### config.mk
export PLATFORM = sky130hd
export DESIGN_NAME = scaled_frame_timer_core
export DESIGN_NICKNAME = d
export VERILOG_FILES = /design/src/hdl/sft_pkg.sv /design/src/hdl/sft_div.sv /design/src/hdl/scaled_frame_timer_core.sv
export SDC_FILE = /design/constraint.sdc
export NUM_CORES = 2
export LEC_CHECK = 0
export BUFFER_PORTS_ARGS = -buffer_cell sky130_fd_sc_hd__buf_2
export CAP_MARGIN = 40
export CORE_AREA = 2 2 511 513
export CTS_BUF_LIST = sky130_fd_sc_hd__clkbuf_8
export DETAILED_ROUTE_END_ITERATION = 6
export DIE_AREA = 0 0 513 515
export GPL_TIMING_DRIVEN = 0
export PLACE_DENSITY = 0.43
export SLEW_MARGIN = 25
export SYNTH_ARGS = -nofsm -noshare
export SYNTH_HDL_FRONTEND = slang
export SYNTH_SLANG_ARGS = --single-unit
export TNS_END_PERCENT = 1
### constraint.sdc
create_clock -name clk_i -period 7.5 [get_ports clk_i]
set_input_delay 0.75 -clock clk_i [delete_from_list [all_inputs] [get_ports clk_i]]
set_output_delay 0.75 -clock clk_i [all_outputs]
set_load 0.01 [all_outputs]
### src/hdl/sft_pkg.sv
// Shared types and constants of the scaled frame timer.
// No dependencies; used by sft_div and scaled_frame_timer_core.
`default_nettype none

package sft_pkg;

  // Fixed field widths
  localparam int TS_W   = 64;  // timestamp and tick counts
  localparam int TF_W   = 32;  // tick_frequency
  localparam int FFR_W  = 10;  // fixed_frame_rate
  localparam int PR_W   = 23;  // play_rate
  localparam int OP_W   = 2;   // opcode
  localparam int FX_W   = 32;  // fixed point results, divider quotient
  localparam int CFG_W  = 32;  // config write data
  localparam int IDX_W  = 2;   // config register index
  localparam int MCNT_W = $clog2(PR_W);
  localparam int QCNT_W = $clog2(FX_W);

  // Opcodes
  localparam logic [OP_W-1:0] OP_TICK    = 2'd0;
  localparam logic [OP_W-1:0] OP_RESTART = 2'd1;
  localparam logic [OP_W-1:0] OP_PAUSE   = 2'd2;
  localparam logic [OP_W-1:0] OP_RESUME  = 2'd3;

  // Config register indexes
  localparam logic [IDX_W-1:0] REG_TICK_FREQ  = 2'd0;
  localparam logic [IDX_W-1:0] REG_FIXED_MODE = 2'd1;
  localparam logic [IDX_W-1:0] REG_FIXED_RATE = 2'd2;
  localparam logic [IDX_W-1:0] REG_PLAY_RATE  = 2'd3;

  // Config reset values that do not follow the fraction width
  localparam logic [TF_W-1:0]  TICK_FREQ_RESET  = 32'd1000000;
  localparam logic [FFR_W-1:0] FIXED_RATE_RESET = 10'd60;

  // Divider control
  typedef struct packed {
    logic start;  // load operands this cycle
    logic frac;   // numerator carries FRAC_BITS fraction bits
  } div_ctl_t;

endpackage

`default_nettype wire

### src/hdl/sft_div.sv
// Bit-serial saturating divider: quo = min(floor(num * 2^s / den), 2^32-1), s = 0 or FRAC_BITS.
// One quotient bit per cycle. Depends on sft_pkg.
`default_nettype none

module sft_div #(
  parameter int FRAC_BITS = 16
) (
  input  wire                          clk_i,
  input  wire                          rst_ni,
  input  sft_pkg::div_ctl_t            ctl_i,
  input  wire [sft_pkg::TS_W-1:0]      num_i,
  input  wire [sft_pkg::TS_W-1:0]      den_i,
  output logic                         done_o,
  output logic [sft_pkg::FX_W-1:0]     quo_o
);

  localparam int TW = sft_pkg::TS_W;
  localparam int QW = sft_pkg::FX_W;
  localparam int CW = TW + QW;
  localparam logic [sft_pkg::QCNT_W-1:0] CNT_LAST = sft_pkg::QCNT_W'(QW - 1);

  logic [CW-1:0] num_ext;
  logic          sat;
  logic [TW-1:0] rem_q, rem_d;
  logic [TW-1:0] den_q;
  logic [QW-1:0] low_q, low_d;
  logic [TW:0]   trial, diff;
  logic          fits;
  logic [sft_pkg::QCNT_W-1:0] cnt_q;
  logic          busy_q, done_q;

  assign num_ext = ctl_i.frac ? ({{QW{1'b0}}, num_i} << FRAC_BITS) : {{QW{1'b0}}, num_i};

  // Quotient needs more than 32 bits exactly when num_ext >= den * 2^32.
  assign sat = (den_i == '0) || (num_ext >= {den_i, {QW{1'b0}}});

  // Partial remainder stays below den, so one extra bit covers the shift.
  assign trial = {rem_q, low_q[QW-1]};
  assign diff  = trial - {1'b0, den_q};
  assign fits  = trial >= {1'b0, den_q};
  assign rem_d = fits ? diff[TW-1:0] : trial[TW-1:0];
  assign low_d = {low_q[QW-2:0], fits};

  always_ff @(posedge clk_i) begin
    if (ctl_i.start) begin
      den_q <= den_i;
      rem_q <= num_ext[CW-1:QW];
      low_q <= sat ? '1 : num_ext[QW-1:0];
    end else if (busy_q) begin
      rem_q <= rem_d;
      low_q <= low_d;
    end
  end

  always_ff @(posedge clk_i or negedge rst_ni) begin
    if (!rst_ni) begin
      busy_q <= 1'b0;
      done_q <= 1'b0;
      cnt_q  <= '0;
    end else begin
      done_q <= 1'b0;
      if (ctl_i.start) begin
        busy_q <= !sat;
        done_q <= sat;
        cnt_q  <= '0;
      end else if (busy_q) begin
        cnt_q <= cnt_q + 1'b1;
        if (cnt_q == CNT_LAST) begin
          busy_q <= 1'b0;
          done_q <= 1'b1;
        end
      end
    end
  end

  assign done_o = done_q;
  assign quo_o  = low_q;

endmodule

`default_nettype wire

### src/hdl/scaled_frame_timer_core.sv
// Scaled frame timer: scaled time accumulator with moving averages of delta and frame rate.
// Depends on sft_pkg and sft_div.
//
// Usage:
//   Input channel (in_valid_i / in_stall_o) carries one beat per frame event:
//   opcode_i (tick, restart, pause, resume) and the timestamp_i counter value.
//   Every accepted beat yields exactly one result beat on the output channel
//   (out_valid_o / out_stall_i) reporting the timer state after that beat.
//   One item is processed at a time; in_stall_o is high while an item works.
//   Restart, pause, resume and ticks while paused go from idle straight to the
//   finish state and then into the output register. A running tick mostly
//   waits on the shared bit-serial divider, which runs three
//   32-step divisions back to back (step, delta seconds, smoothed delta);
//   in variable mode a 23-step shift-add multiplier replaces the first one.
//   The frame-rate division and its average run on a second divider alongside.
//   The result sits in an output register; the next item may be accepted while
//   it waits, and a stalled result only holds back the finish of the next one.
//   Reset (rst_ni low, asynchronous) restores config defaults, clears the
//   accumulator and stamps, and loads the 1/60 s delta and 60 fps averages.
//   Config writes (cfg_we_i) are taken in any cycle but belong to idle time.
`default_nettype none

module scaled_frame_timer_core #(
  parameter int FRAC_BITS    = 16,
  parameter int AVERAGE_SPAN = 60
) (
  input  wire                           clk_i,
  input  wire                           rst_ni,
  // config write port
  input  wire                           cfg_we_i,
  input  wire [sft_pkg::IDX_W-1:0]      cfg_index_i,
  input  wire [sft_pkg::CFG_W-1:0]      cfg_data_i,
  // input channel
  input  wire                           in_valid_i,
  output logic                          in_stall_o,
  input  wire [sft_pkg::OP_W-1:0]       opcode_i,
  input  wire [sft_pkg::TS_W-1:0]       timestamp_i,
  // output channel
  output logic                          out_valid_o,
  input  wire                           out_stall_i,
  output logic [sft_pkg::TS_W-1:0]      elapsed_ticks_o,
  output logic [sft_pkg::TS_W-1:0]      delta_ticks_o,
  output logic [sft_pkg::FX_W-1:0]      delta_seconds_o,
  output logic [sft_pkg::FX_W-1:0]      smoothed_delta_o,
  output logic [sft_pkg::FX_W-1:0]      frame_rate_o,
  output logic                          is_paused_o
);

  localparam int TW     = sft_pkg::TS_W;
  localparam int FW     = sft_pkg::FX_W;
  localparam int PR_W   = sft_pkg::PR_W;
  localparam int PROD_W = TW + PR_W;
  // blend sum: fresh + avg * (span - 1) < 2^32 * span
  localparam int SUM_W  = FW + $clog2(AVERAGE_SPAN);

  localparam logic [FW-1:0]   DEF_DELTA = FW'((64'd1 << FRAC_BITS) / 60);
  localparam logic [FW-1:0]   DEF_RATE  = FW'(64'd60 << FRAC_BITS);
  localparam logic [PR_W-1:0] PR_RESET  = PR_W'(64'd1 << FRAC_BITS);
  localparam logic [TW-1:0]   AVG_DEN   = TW'(AVERAGE_SPAN);
  localparam logic [SUM_W-1:0] AVG_KEEP = SUM_W'(AVERAGE_SPAN - 1);
  localparam logic [sft_pkg::MCNT_W-1:0] MUL_LAST = sft_pkg::MCNT_W'(PR_W - 1);

  // main sequencer
  localparam logic [3:0] S_IDLE    = 4'd0;
  localparam logic [3:0] S_LAUNCH  = 4'd1;
  localparam logic [3:0] S_MUL     = 4'd2;
  localparam logic [3:0] S_MULSAT  = 4'd3;
  localparam logic [3:0] S_STEPDIV = 4'd4;
  localparam logic [3:0] S_ACC     = 4'd5;
  localparam logic [3:0] S_DS      = 4'd6;
  localparam logic [3:0] S_SDGO    = 4'd7;
  localparam logic [3:0] S_SD      = 4'd8;
  localparam logic [3:0] S_JOIN    = 4'd9;
  localparam logic [3:0] S_FIN     = 4'd10;

  // frame-rate side chain
  localparam logic [2:0] B_IDLE = 3'd0;
  localparam logic [2:0] B_INST = 3'd1;
  localparam logic [2:0] B_SUM  = 3'd2;
  localparam logic [2:0] B_RA   = 3'd3;
  localparam logic [2:0] B_DONE = 3'd4;

  // config registers
  logic [sft_pkg::TF_W-1:0]  tick_freq_q;
  logic                      fixed_mode_q;
  logic [sft_pkg::FFR_W-1:0] fixed_rate_q;
  logic [PR_W-1:0]           play_rate_q;

  // timer state
  logic [TW-1:0] acc_q, prev_acc_q, cur_stamp_q;
  logic [FW-1:0] ds_q, sd_q, ra_q;
  logic          paused_q;

  // working registers
  logic [3:0]                 state_q;
  logic [2:0]                 b_phase_q;
  logic [sft_pkg::MCNT_W-1:0] mul_cnt_q;
  logic [TW-1:0]              interval_q, step_q;
  logic [PROD_W-1:0]          prod_q, prod_d, prod_shr;
  logic [TW:0]                mul_sum;
  logic [TW-1:0]              prod_sat;
  logic [SUM_W-1:0]           sum_a_q, sum_b_q;
  logic                       out_valid_q;

  logic                       in_acc, out_free;
  logic [sft_pkg::FFR_W-1:0]  ffr_eff;

  sft_pkg::div_ctl_t ctl_a, ctl_b;
  logic [TW-1:0]     num_a, den_a, num_b, den_b;
  logic              done_a, done_b;
  logic [FW-1:0]     quo_a, quo_b;

  function automatic logic [SUM_W-1:0] blend_sum(input logic [FW-1:0] fresh,
                                                 input logic [FW-1:0] avg);
    return SUM_W'(fresh) + SUM_W'(avg) * AVG_KEEP;
  endfunction

  assign in_stall_o = (state_q != S_IDLE);
  assign in_acc     = in_valid_i && !in_stall_o;
  // output slot frees when empty or when its beat leaves this cycle
  assign out_free   = !out_valid_q || !out_stall_i;
  assign ffr_eff    = (fixed_rate_q == '0) ? sft_pkg::FFR_W'(1) : fixed_rate_q;

  // shift-add multiply of interval by play_rate, multiplier bits LSB first
  assign mul_sum  = {1'b0, prod_q[PROD_W-1:PR_W]} + (prod_q[0] ? {1'b0, interval_q} : '0);
  assign prod_d   = {mul_sum, prod_q[PR_W-1:1]};
  assign prod_shr = prod_q >> FRAC_BITS;
  assign prod_sat = (|prod_shr[PROD_W-1:TW]) ? '1 : prod_shr[TW-1:0];

  // divider A: fixed step, delta seconds, smoothed delta
  always_comb begin
    ctl_a.start = (state_q == S_LAUNCH && fixed_mode_q) || state_q == S_ACC ||
                  state_q == S_SDGO;
    ctl_a.frac  = (state_q == S_ACC);
    num_a       = TW'(tick_freq_q);
    den_a       = TW'(ffr_eff);
    if (state_q == S_ACC) begin
      num_a = step_q;
      den_a = TW'(tick_freq_q);
    end else if (state_q == S_SDGO) begin
      num_a = TW'(sum_a_q);
      den_a = AVG_DEN;
    end
  end

  // divider B: instantaneous frame rate, then its average
  always_comb begin
    ctl_b.start = (state_q == S_LAUNCH) || (b_phase_q == B_SUM);
    ctl_b.frac  = (b_phase_q != B_SUM);
    num_b       = (b_phase_q == B_SUM) ? TW'(sum_b_q) : TW'(tick_freq_q);
    den_b       = (b_phase_q == B_SUM) ? AVG_DEN : interval_q;
  end

  sft_div #(.FRAC_BITS(FRAC_BITS)) u_div_a (
    .clk_i  (clk_i),
    .rst_ni (rst_ni),
    .ctl_i  (ctl_a),
    .num_i  (num_a),
    .den_i  (den_a),
    .done_o (done_a),
    .quo_o  (quo_a)
  );

  sft_div #(.FRAC_BITS(FRAC_BITS)) u_div_b (
    .clk_i  (clk_i),
    .rst_ni (rst_ni),
    .ctl_i  (ctl_b),
    .num_i  (num_b),
    .den_i  (den_b),
    .done_o (done_b),
    .quo_o  (quo_b)
  );

  // config port
  always_ff @(posedge clk_i or negedge rst_ni) begin
    if (!rst_ni) begin
      tick_freq_q  <= sft_pkg::TICK_FREQ_RESET;
      fixed_mode_q <= 1'b0;
      fixed_rate_q <= sft_pkg::FIXED_RATE_RESET;
      play_rate_q  <= PR_RESET;
    end else if (cfg_we_i) begin
      unique case (cfg_index_i)
        sft_pkg::REG_TICK_FREQ:  tick_freq_q  <= cfg_data_i[sft_pkg::TF_W-1:0];
        sft_pkg::REG_FIXED_MODE: fixed_mode_q <= cfg_data_i[0];
        sft_pkg::REG_FIXED_RATE: fixed_rate_q <= cfg_data_i[sft_pkg::FFR_W-1:0];
        sft_pkg::REG_PLAY_RATE:  play_rate_q  <= cfg_data_i[PR_W-1:0];
        default: ;
      endcase
    end
  end

  // sequencer and timer state
  always_ff @(posedge clk_i or negedge rst_ni) begin
    if (!rst_ni) begin
      state_q     <= S_IDLE;
      b_phase_q   <= B_IDLE;
      mul_cnt_q   <= '0;
      out_valid_q <= 1'b0;
      acc_q       <= '0;
      prev_acc_q  <= '0;
      cur_stamp_q <= '0;
      ds_q        <= DEF_DELTA;
      sd_q        <= DEF_DELTA;
      ra_q        <= DEF_RATE;
      paused_q    <= 1'b0;
    end else begin
      if (out_valid_q && !out_stall_i) begin
        out_valid_q <= 1'b0;
      end

      unique case (state_q)
        S_IDLE: begin
          if (in_acc) begin
            state_q <= S_FIN;
            case (opcode_i)
              sft_pkg::OP_TICK: begin
                // paused ticks change nothing
                if (!paused_q) begin
                  prev_acc_q  <= acc_q;
                  cur_stamp_q <= timestamp_i;
                  state_q     <= S_LAUNCH;
                end
              end
              sft_pkg::OP_RESTART: begin
                acc_q      <= '0;
                prev_acc_q <= '0;
                sd_q       <= DEF_DELTA;
              end
              sft_pkg::OP_PAUSE: begin
                paused_q <= 1'b1;
                ds_q     <= '0;
                sd_q     <= '0;
                ra_q     <= '0;
              end
              sft_pkg::OP_RESUME: begin
                paused_q    <= 1'b0;
                cur_stamp_q <= timestamp_i;
                sd_q        <= DEF_DELTA;
                ra_q        <= DEF_RATE;
              end
              default: ;
            endcase
          end
        end
        S_LAUNCH: begin
          b_phase_q <= B_INST;
          mul_cnt_q <= '0;
          state_q   <= fixed_mode_q ? S_STEPDIV : S_MUL;
        end
        S_MUL: begin
          mul_cnt_q <= mul_cnt_q + 1'b1;
          if (mul_cnt_q == MUL_LAST) begin
            state_q <= S_MULSAT;
          end
        end
        S_MULSAT:  state_q <= S_ACC;
        S_STEPDIV: if (done_a) state_q <= S_ACC;
        S_ACC: begin
          acc_q   <= acc_q + step_q;
          state_q <= S_DS;
        end
        S_DS: begin
          if (done_a) begin
            ds_q    <= quo_a;
            state_q <= S_SDGO;
          end
        end
        S_SDGO: state_q <= S_SD;
        S_SD: begin
          if (done_a) begin
            sd_q    <= quo_a;
            state_q <= S_JOIN;
          end
        end
        S_JOIN: if (b_phase_q == B_DONE) state_q <= S_FIN;
        S_FIN: begin
          if (out_free) begin
            out_valid_q <= 1'b1;
            b_phase_q   <= B_IDLE;
            state_q     <= S_IDLE;
          end
        end
        default: state_q <= S_IDLE;
      endcase

      // frame-rate chain runs beside the main sequence
      case (b_phase_q)
        B_INST: if (done_b) b_phase_q <= B_SUM;
        B_SUM:  b_phase_q <= B_RA;
        B_RA: begin
          if (done_b) begin
            ra_q      <= quo_b;
            b_phase_q <= B_DONE;
          end
        end
        default: ;
      endcase
    end
  end

  // datapath registers, no reset
  always_ff @(posedge clk_i) begin
    if (in_acc) begin
      interval_q <= timestamp_i - cur_stamp_q;
    end
    if (state_q == S_LAUNCH) begin
      prod_q <= {{TW{1'b0}}, play_rate_q};
    end else if (state_q == S_MUL) begin
      prod_q <= prod_d;
    end
    if (state_q == S_MULSAT) begin
      step_q <= prod_sat;
    end else if (state_q == S_STEPDIV && done_a) begin
      step_q <= TW'(quo_a);
    end
    if (state_q == S_DS && done_a) begin
      sum_a_q <= blend_sum(quo_a, sd_q);
    end
    if (b_phase_q == B_INST && done_b) begin
      sum_b_q <= blend_sum(quo_b, ra_q);
    end
    if (state_q == S_FIN && out_free) begin
      elapsed_ticks_o  <= acc_q;
      delta_ticks_o    <= paused_q ? '0 : acc_q - prev_acc_q;
      delta_seconds_o  <= ds_q;
      smoothed_delta_o <= sd_q;
      frame_rate_o     <= ra_q;
      is_paused_o      <= paused_q;
    end
  end

  assign out_valid_o = out_valid_q;

`ifndef SYNTHESIS
  // one item in flight: an accepted beat always blocks the next cycle
  a_one_item: assert property (@(posedge clk_i) disable iff (!rst_ni)
    (in_valid_i && !in_stall_o) |=> in_stall_o)
    else $error("input accepted while an item is in flight");

  // the frame-rate chain is idle whenever the block can take a beat
  a_chain_idle: assert property (@(posedge clk_i) disable iff (!rst_ni)
    !in_stall_o |-> (b_phase_q == B_IDLE))
    else $error("frame-rate chain busy at idle");

  // a paused result reports zero delta, delta seconds and frame rate
  a_paused_zero: assert property (@(posedge clk_i) disable iff (!rst_ni)
    (out_valid_o && is_paused_o) |->
      (delta_ticks_o == '0 && delta_seconds_o == '0 && frame_rate_o == '0))
    else $error("paused result with nonzero timing fields");
`endif

endmodule

`default_nettype wire
# [After elaboration in Yosys (flattened, before gate mapping)]
# Index checks and enable logic that the tools add are counted.
[classes] mul=2 n_lt_le_gt_ge=4 reduce_logical=48 mux=83 addsub=11 eq_ne=35
[op_table] cell="64-bit 2-to-1 mux" n=17
[op_table] cell="32-bit 2-to-1 mux" n=14
[op_table] cell="64-bit one-hot mux with 2 select lines" n=3
[op_table] cell="32-bit one-hot mux with 2 select lines" n=4
[op_table] cell="64-bit subtractor" n=4
[op_table] cell="96-bit >= comparator" n=2
[op_table] cell="65-bit by 64-bit >= comparator with 1-bit output" n=2
[op_table] cell="64-bit logical NOT" n=2
[op_table] cell="80-bit 2-to-1 mux" n=1
[op_table] cell="32-bit by 38-bit adder with 38-bit output" n=2
[op_table] cell="32-bit by 6-bit multiplier with 38-bit output, second input constant" n=2
[op_table] cell="38-bit 2-to-1 mux" n=2
[op_table] cell="64-bit by 64-bit adder with 65-bit output" n=1
[op_table] cell="64-bit adder" n=1
[op_table] cell="54-bit 2-to-1 mux" n=1
[op_table] cell="23-bit 2-to-1 mux" n=2
[op_table] cell="4-bit one-hot mux with 11 select lines" n=1
[op_table] cell="4-bit 2-to-1 mux" n=9
[op_table] cell="10-bit 2-to-1 mux" n=2
[op_table] cell="5-bit 2-to-1 mux" n=4
[op_table] cell="2-bit nonzero test" n=10
[op_table] cell="4-bit by 3-bit == test with 1-bit output, second input constant" n=4
[op_table] cell="4-bit AND reduction" n=4
[op_table] cell="5-bit by 1-bit adder with 5-bit output, second input constant" n=3
[op_table] cell="30 further kinds" n=86
[word_totals] ff_bits=1218 word_cells=222 in_bits=105

# [Depth between registers and ports, before layout]
[logic_depth] ltp_word=8 depth_mapped=23 mapped_depth_nobuf=22

# [Hierarchy]
# Synthesis repeated with hierarchy kept, for this count alone.
[hier_totals] cells_unflattened=8890 area_unflattened_um2=85144.2
[modules_own_cells] module="scaled_frame_timer_core" seq_area_each_um2=24090.6 area_per_inst_um2=58906.5 n_inst=1 cells_each=5975
[modules_own_cells] module="sft_div (u_div_a)" seq_area_each_um2=4979.8 area_per_inst_um2=13195.2 n_inst=1 cells_each=1473
[modules_own_cells] module="sft_div (u_div_b)" seq_area_each_um2=4979.8 area_per_inst_um2=13042.5 n_inst=1 cells_each=1442

# [Worst setup path after synthesis]
# OpenSTA, ideal clock, no wires.
[synth_path] kind="register to register" startpoint="register state_q[1]" endpoint="register delta_seconds_o[0] in the netlist's numbering, enable pin" setup_ns=0.576 n_path_buf=2 setup_slack_ns=1.111 stages_incl_launch_ff=7 period_less_slack_ns=6.389 t_arrival_ns=5.812 path_cell_list="dfrtp_1 -> clkbuf_1 -> clkbuf_1 -> nand2b_1 -> or2_2 -> nand2b_1 -> inv_1"
[synth_between] elab_chain_len=2
[synth_lines] item="from (decl)" line_no="scaled_frame_timer_core.sv:95" text="logic [3:0] state_q;"
[synth_lines] item="from (signal assigned)" line_no="scaled_frame_timer_core.sv:248" text="state_q <= fixed_mode_q ? S_STEPDIV : S_MUL;"
[synth_lines] item="4-bit == test" line_no="scaled_frame_timer_core.sv:322" text="if (state_q == S_FIN && out_free) begin"
[synth_lines] item="1-bit logical AND" line_no="scaled_frame_timer_core.sv:322"
[synth_lines] item="to (signal assigned)" line_no="scaled_frame_timer_core.sv:325" text="delta_seconds_o <= ds_q;"
[synth_lines] item="to (decl)" line_no="scaled_frame_timer_core.sv:43" text="output logic [sft_pkg::FX_W-1:0] delta_seconds_o,"
# No other way between the ends.
# A chain may end at the register's enable or synchronous reset.

# [Worst setup path in the final report]
[layout_path] startpoint="register state_q[3]" endpoint="register u_div_a.low_q[5], in the netlist u_div_a.quo_o[5], data pin"
[layout_between] elab_chain_len=8 elab_cells_between_ends=16 cone_classes="order compare (1); eq/ne (3); mux (7); reduce/logical (5)"
[layout_lines] item="4-bit by 3-bit == test with 1-bit output" line_no="scaled_frame_timer_core.sv:133, scaled_frame_timer_core.sv:140"
[layout_lines] item="38-bit 2-to-1 mux" line_no="scaled_frame_timer_core.sv:140" text="end else if (state_q == S_SDGO) begin"
[layout_lines] item="64-bit 2-to-1 mux" line_no="scaled_frame_timer_core.sv:137" text="if (state_q == S_ACC) begin"
[layout_lines] item="80-bit 2-to-1 mux" line_no="sft_div.sv:32" text="assign num_ext = ctl_i.frac ? ({{QW{1'b0}}, num_i} << FRAC_BITS) : {{QW{1'b0}}, num_i};"
[layout_lines] item="96-bit >= comparator" line_no="sft_div.sv:35" text="assign sat = (den_i == '0) || (num_ext >= {den_i, {QW{1'b0}}});"
[layout_lines] item="1-bit logical OR" line_no="sft_div.sv:35"
[layout_lines] item="32-bit 2-to-1 mux" line_no="sft_div.sv:48" text="low_q <= sat ? '1 : num_ext[QW-1:0];"
[layout_lines] item="32-bit 2-to-1 mux *" line_no="sft_div.sv:45" text="if (ctl_i.start) begin"
[layout_lines] item="to (signal assigned)" line_no="sft_div.sv:48"
[layout_lines] item="to (signal assigned)" line_no="sft_div.sv:51" text="low_q <= low_d;"
[layout_lines] item="to (decl)" line_no="sft_div.sv:26" text="logic [QW-1:0] low_q, low_d;"
# Mark *: on every way between the ends. The rest lies on a longest branch, timed or not.

==> results.yml <==
status:
  status: "finished, final reports clean"
grt:
  grtUsageTotal_pct: 19.5
  overflow: 0
  grt_start_max_net_pins: 104
  grt_first_pass_wirelength_mm: 391
  grt_pass1_vias: 61100
  antenna_found_initial: 18
min_path:
  whs_path_depth: 3
  hold_path.class: "primary input to flip-flop"
  worstHoldStart: "out_stall_i"
  min_to: "out_valid_o"
synthesis:
  synth_compound_area_share_pct: 16.3
  ys.flop_type: "edfxtp_1"
  synthesis.instances: 7771
  synth_simple_gate_area_share_pct: 12.6
  synth_edf_count: 740
  yosys_warnings: 0
  ys_top_cells_by_count: "inv_1, edfxtp_1, nand2_1"
  synth_top_cell_area_share_pct: 28.8
  synth.distinct_cells: 88
  ys_seq_area_share_pct: 42.8
  syn_area_per_cell_um2: 9.94
  synth-seq-cells: 1186
  synth.mux.area_fraction_pct: 2.32
  synth_area_leaders: "edfxtp_1, dfrtp_1, ha_1"
  async_flop_share_pct: 32.2
  syn_area_um2: 77300
  synth_xor_area_share_pct: 4.98
  synth_top_family_by_area: "compound AO/OA/AOI/OAI gates"
  yosys.area.top_type: "edfxtp_1"
  synth.most_common_cell: "inv_1"
  synth_fa_ha_area_share_pct: 15.6
cells_and_area:
  multi_input_area_um2: 40100
  area_delta_synth_final_pct: 16.0
  seq_area_um2: 33100
  layout-drive-gt1-share_pct: 10.7
  fill_cells: 26600
  fin_nets: 9418
  finalNonFillerCells: 12100
run:
  maxCapViolCount: 0
floorplan:
  die_x_um: 513
  die_area_um2: 264000
  ios: 332
  initial_core_util_pct: 29.9
  die_h_um: 515
  rows: 187
  fp.coreArea_um2: 259000
setup_path:
  regToRegStartpoint: "state_q[3]"
  r2r-end: "u_div_a.quo_o[5]"
  rr_worst_depth: 20
  r2r_setup_slack_ns: 0.32
  required_ns: 8.22
  path_max_fanout: 10
  critPathArrivalTime_ns: 7.90
  worstSetupStartpointType: "flip-flop"
  critPathKind: "flip-flop to flip-flop"
  end_kind: "flip-flop"
sta:
  maxSlewViolCount: 0
  hold_viol: 0
  setup_violations: 0
  fin_crit_ns: 7.18
  rsz0062_at_grt: "yes"
  fin_crit_sh_pct: 95.7
  fin_hold_ws_ns: 0.261
  max_freq_mhz: 139
  worst_slew_margin_rel_pct: 32.8
  finalClockSkew_ns: 0.103
  tightest_slew_ns: 1.01
clocking:
  cts_setup_buffers: 0
  clk_pin_slew_worst_paths_ns: 0.06
  cts_buffers: 222
  cts_max_path_buffers: 3
  root_buffer: "clkbuf_8"
  htree_num_levels: 4
  clkLatencyLatePin_ns: 1.06
  cts_sinks: 1186
  cts_tree: "done"
routing:
  route.detailed.drc: 0
  vias: 60000
  routedWlPerCell_um: 21.5
  drtAntennaViolNets: 0
  routed_via_density: 4.97
  drtIter0Drc: 4186
  drt-total-wl_mm: 260
  firstDrtPassIters: 6
place:
  gp_congestion: 0.918
  portBuffers: 330
  dp.cells: 11600
  dp.final_hpwl_mm: 207
state kept, by name, summed over array words and instances (netlist names), 23 cells and up:
| register | cells |
|---|---|
| ds_q | 32 |
| delta_ticks_o | 64 |
| u_div_b.quo_o | 32 |
| sum_b_q | 38 |
| cur_stamp_q | 64 |
| u_div_a.den_q | 32 |
| u_div_b.rem_q | 64 |
| play_rate_q | 23 |
| sd_q | 32 |
| step_q | 64 |
| tick_freq_q | 32 |
| ra_q | 32 |
| u_div_a.rem_q | 64 |
| sum_a_q | 38 |
| interval_q | 64 |
| u_div_a.quo_o | 32 |
| u_div_b.den_q | 64 |
| elapsed_ticks_o | 64 |
| smoothed_delta_o | 32 |
| delta_seconds_o | 32 |
| frame_rate_o | 32 |
| prev_acc_q | 64 |
| prod_q | 87 |
| acc_q | 64 |
routing by layer:
metal | track usage (%) | vias to the layer above | share of wire, %
met3 | 3.20 | 369 | 5.4
met4 | 5.70 | 6 | 2.8
met5 | 0 | - | 0.018
met2 | 30.2 | 1527 | 43
li1 | - | 29000 | -
met1 | 27.9 | 29200 | 48
worst max-delay path, stage by stage (launching register included):
cell	delay, ns
dfrtp_1	0.44
nor2b_1	0.44
nand2_1	0.22
nor2_1	0.35
clkbuf_2	0.47
clkbuf_1	0.28
buf_6	0.21
buf_2	0.48
clkbuf_1	0.40
nand2_1	0.14
ha_1	0.36
a21oi_1	0.15
nor2b_1	0.05
a2111oi_0	0.30
o21ai_0	0.39
or3_1	0.44
a21oi_1	0.12
o21a_1	0.13
clkbuf_1	0.59
clkbuf_1	0.66
a22oi_1	0.21
worst max path at each step:
stage                    endpoint        from  cells after the start
6_report         u_div_a.quo_o[5]  state_q[3]                     20
5_1_grt          u_div_a.quo_o[5]  state_q[3]                     20
4_1_cts         u_div_a.quo_o[14]  state_q[3]                     20
3_5_place_dp    u_div_a.quo_o[30]  state_q[3]                     20
3_3_place_gp       prev_acc_q[61]      rst_ni                      1
2_1_floorplan  delta_seconds_o[0]  state_q[1]                      6
final cells by class:
| class | count | area share [%] |
|---|---|---|
| inverter | 795 | 3.34 |
| clock buffer | 241 | 3.70 |
| sequential | 1186 | 36.9 |
| multi-input combinational | 5482 | 44.7 |
| antenna | 3 | 0.00838 |
| timing repair buffer | 486 | 3.83 |
| clock inverter | 176 | 1.34 |
| buffer | 313 | 1.36 |
| tap | 3402 | 4.75 |
per-stage QoR:
step	TNS, ns	utilization (%)	cell area, um2	worst slack [ns]
final	0	34.7	89600	0.325
after floorplan	0	-	77300	1.11
after CTS	0	34.6	89600	0.374
after global placement	-1596.76	32.2	83200	-2.90
after detailed placement	0	32.5	84000	0.437
after global routing	-0.803	34.7	89600	-0.122
cell usage in the layout, fill, tap and decap left out, drive strengths merged, types with 150 or more instances in the layout:
cell type	n
clkbuf	534
buf	406
o21ai	500
dfrtp	360
a21o	259
nand2	729
ha	599
a21oi	591
fa	228
and2	150
xor2	161
nand3	151
inv	875
xnor2	278
edfxtp	740
nor2	446
cells by family after synthesis:
family,Yosys count
adder cells (fa/ha/maj),827
flip-flops,1186
multiplexers,163
AO/OA/AOI/OAI,1997
buffers and inverters,1108
other,1
XOR/XNOR,439
AND/OR/NAND/NOR,2050
timing repair:
item | 4_1_cts | 5_1_grt
endpoints found under the hold margin | 189 | 0
setup endpoints to repair | 0 | 20
gates resized for setup | 0 | 2
hold buffers | 100 | 0
Power is not shown: default switching activity piles up to over one toggle a cycle in this logic, so the estimate is an artifact.
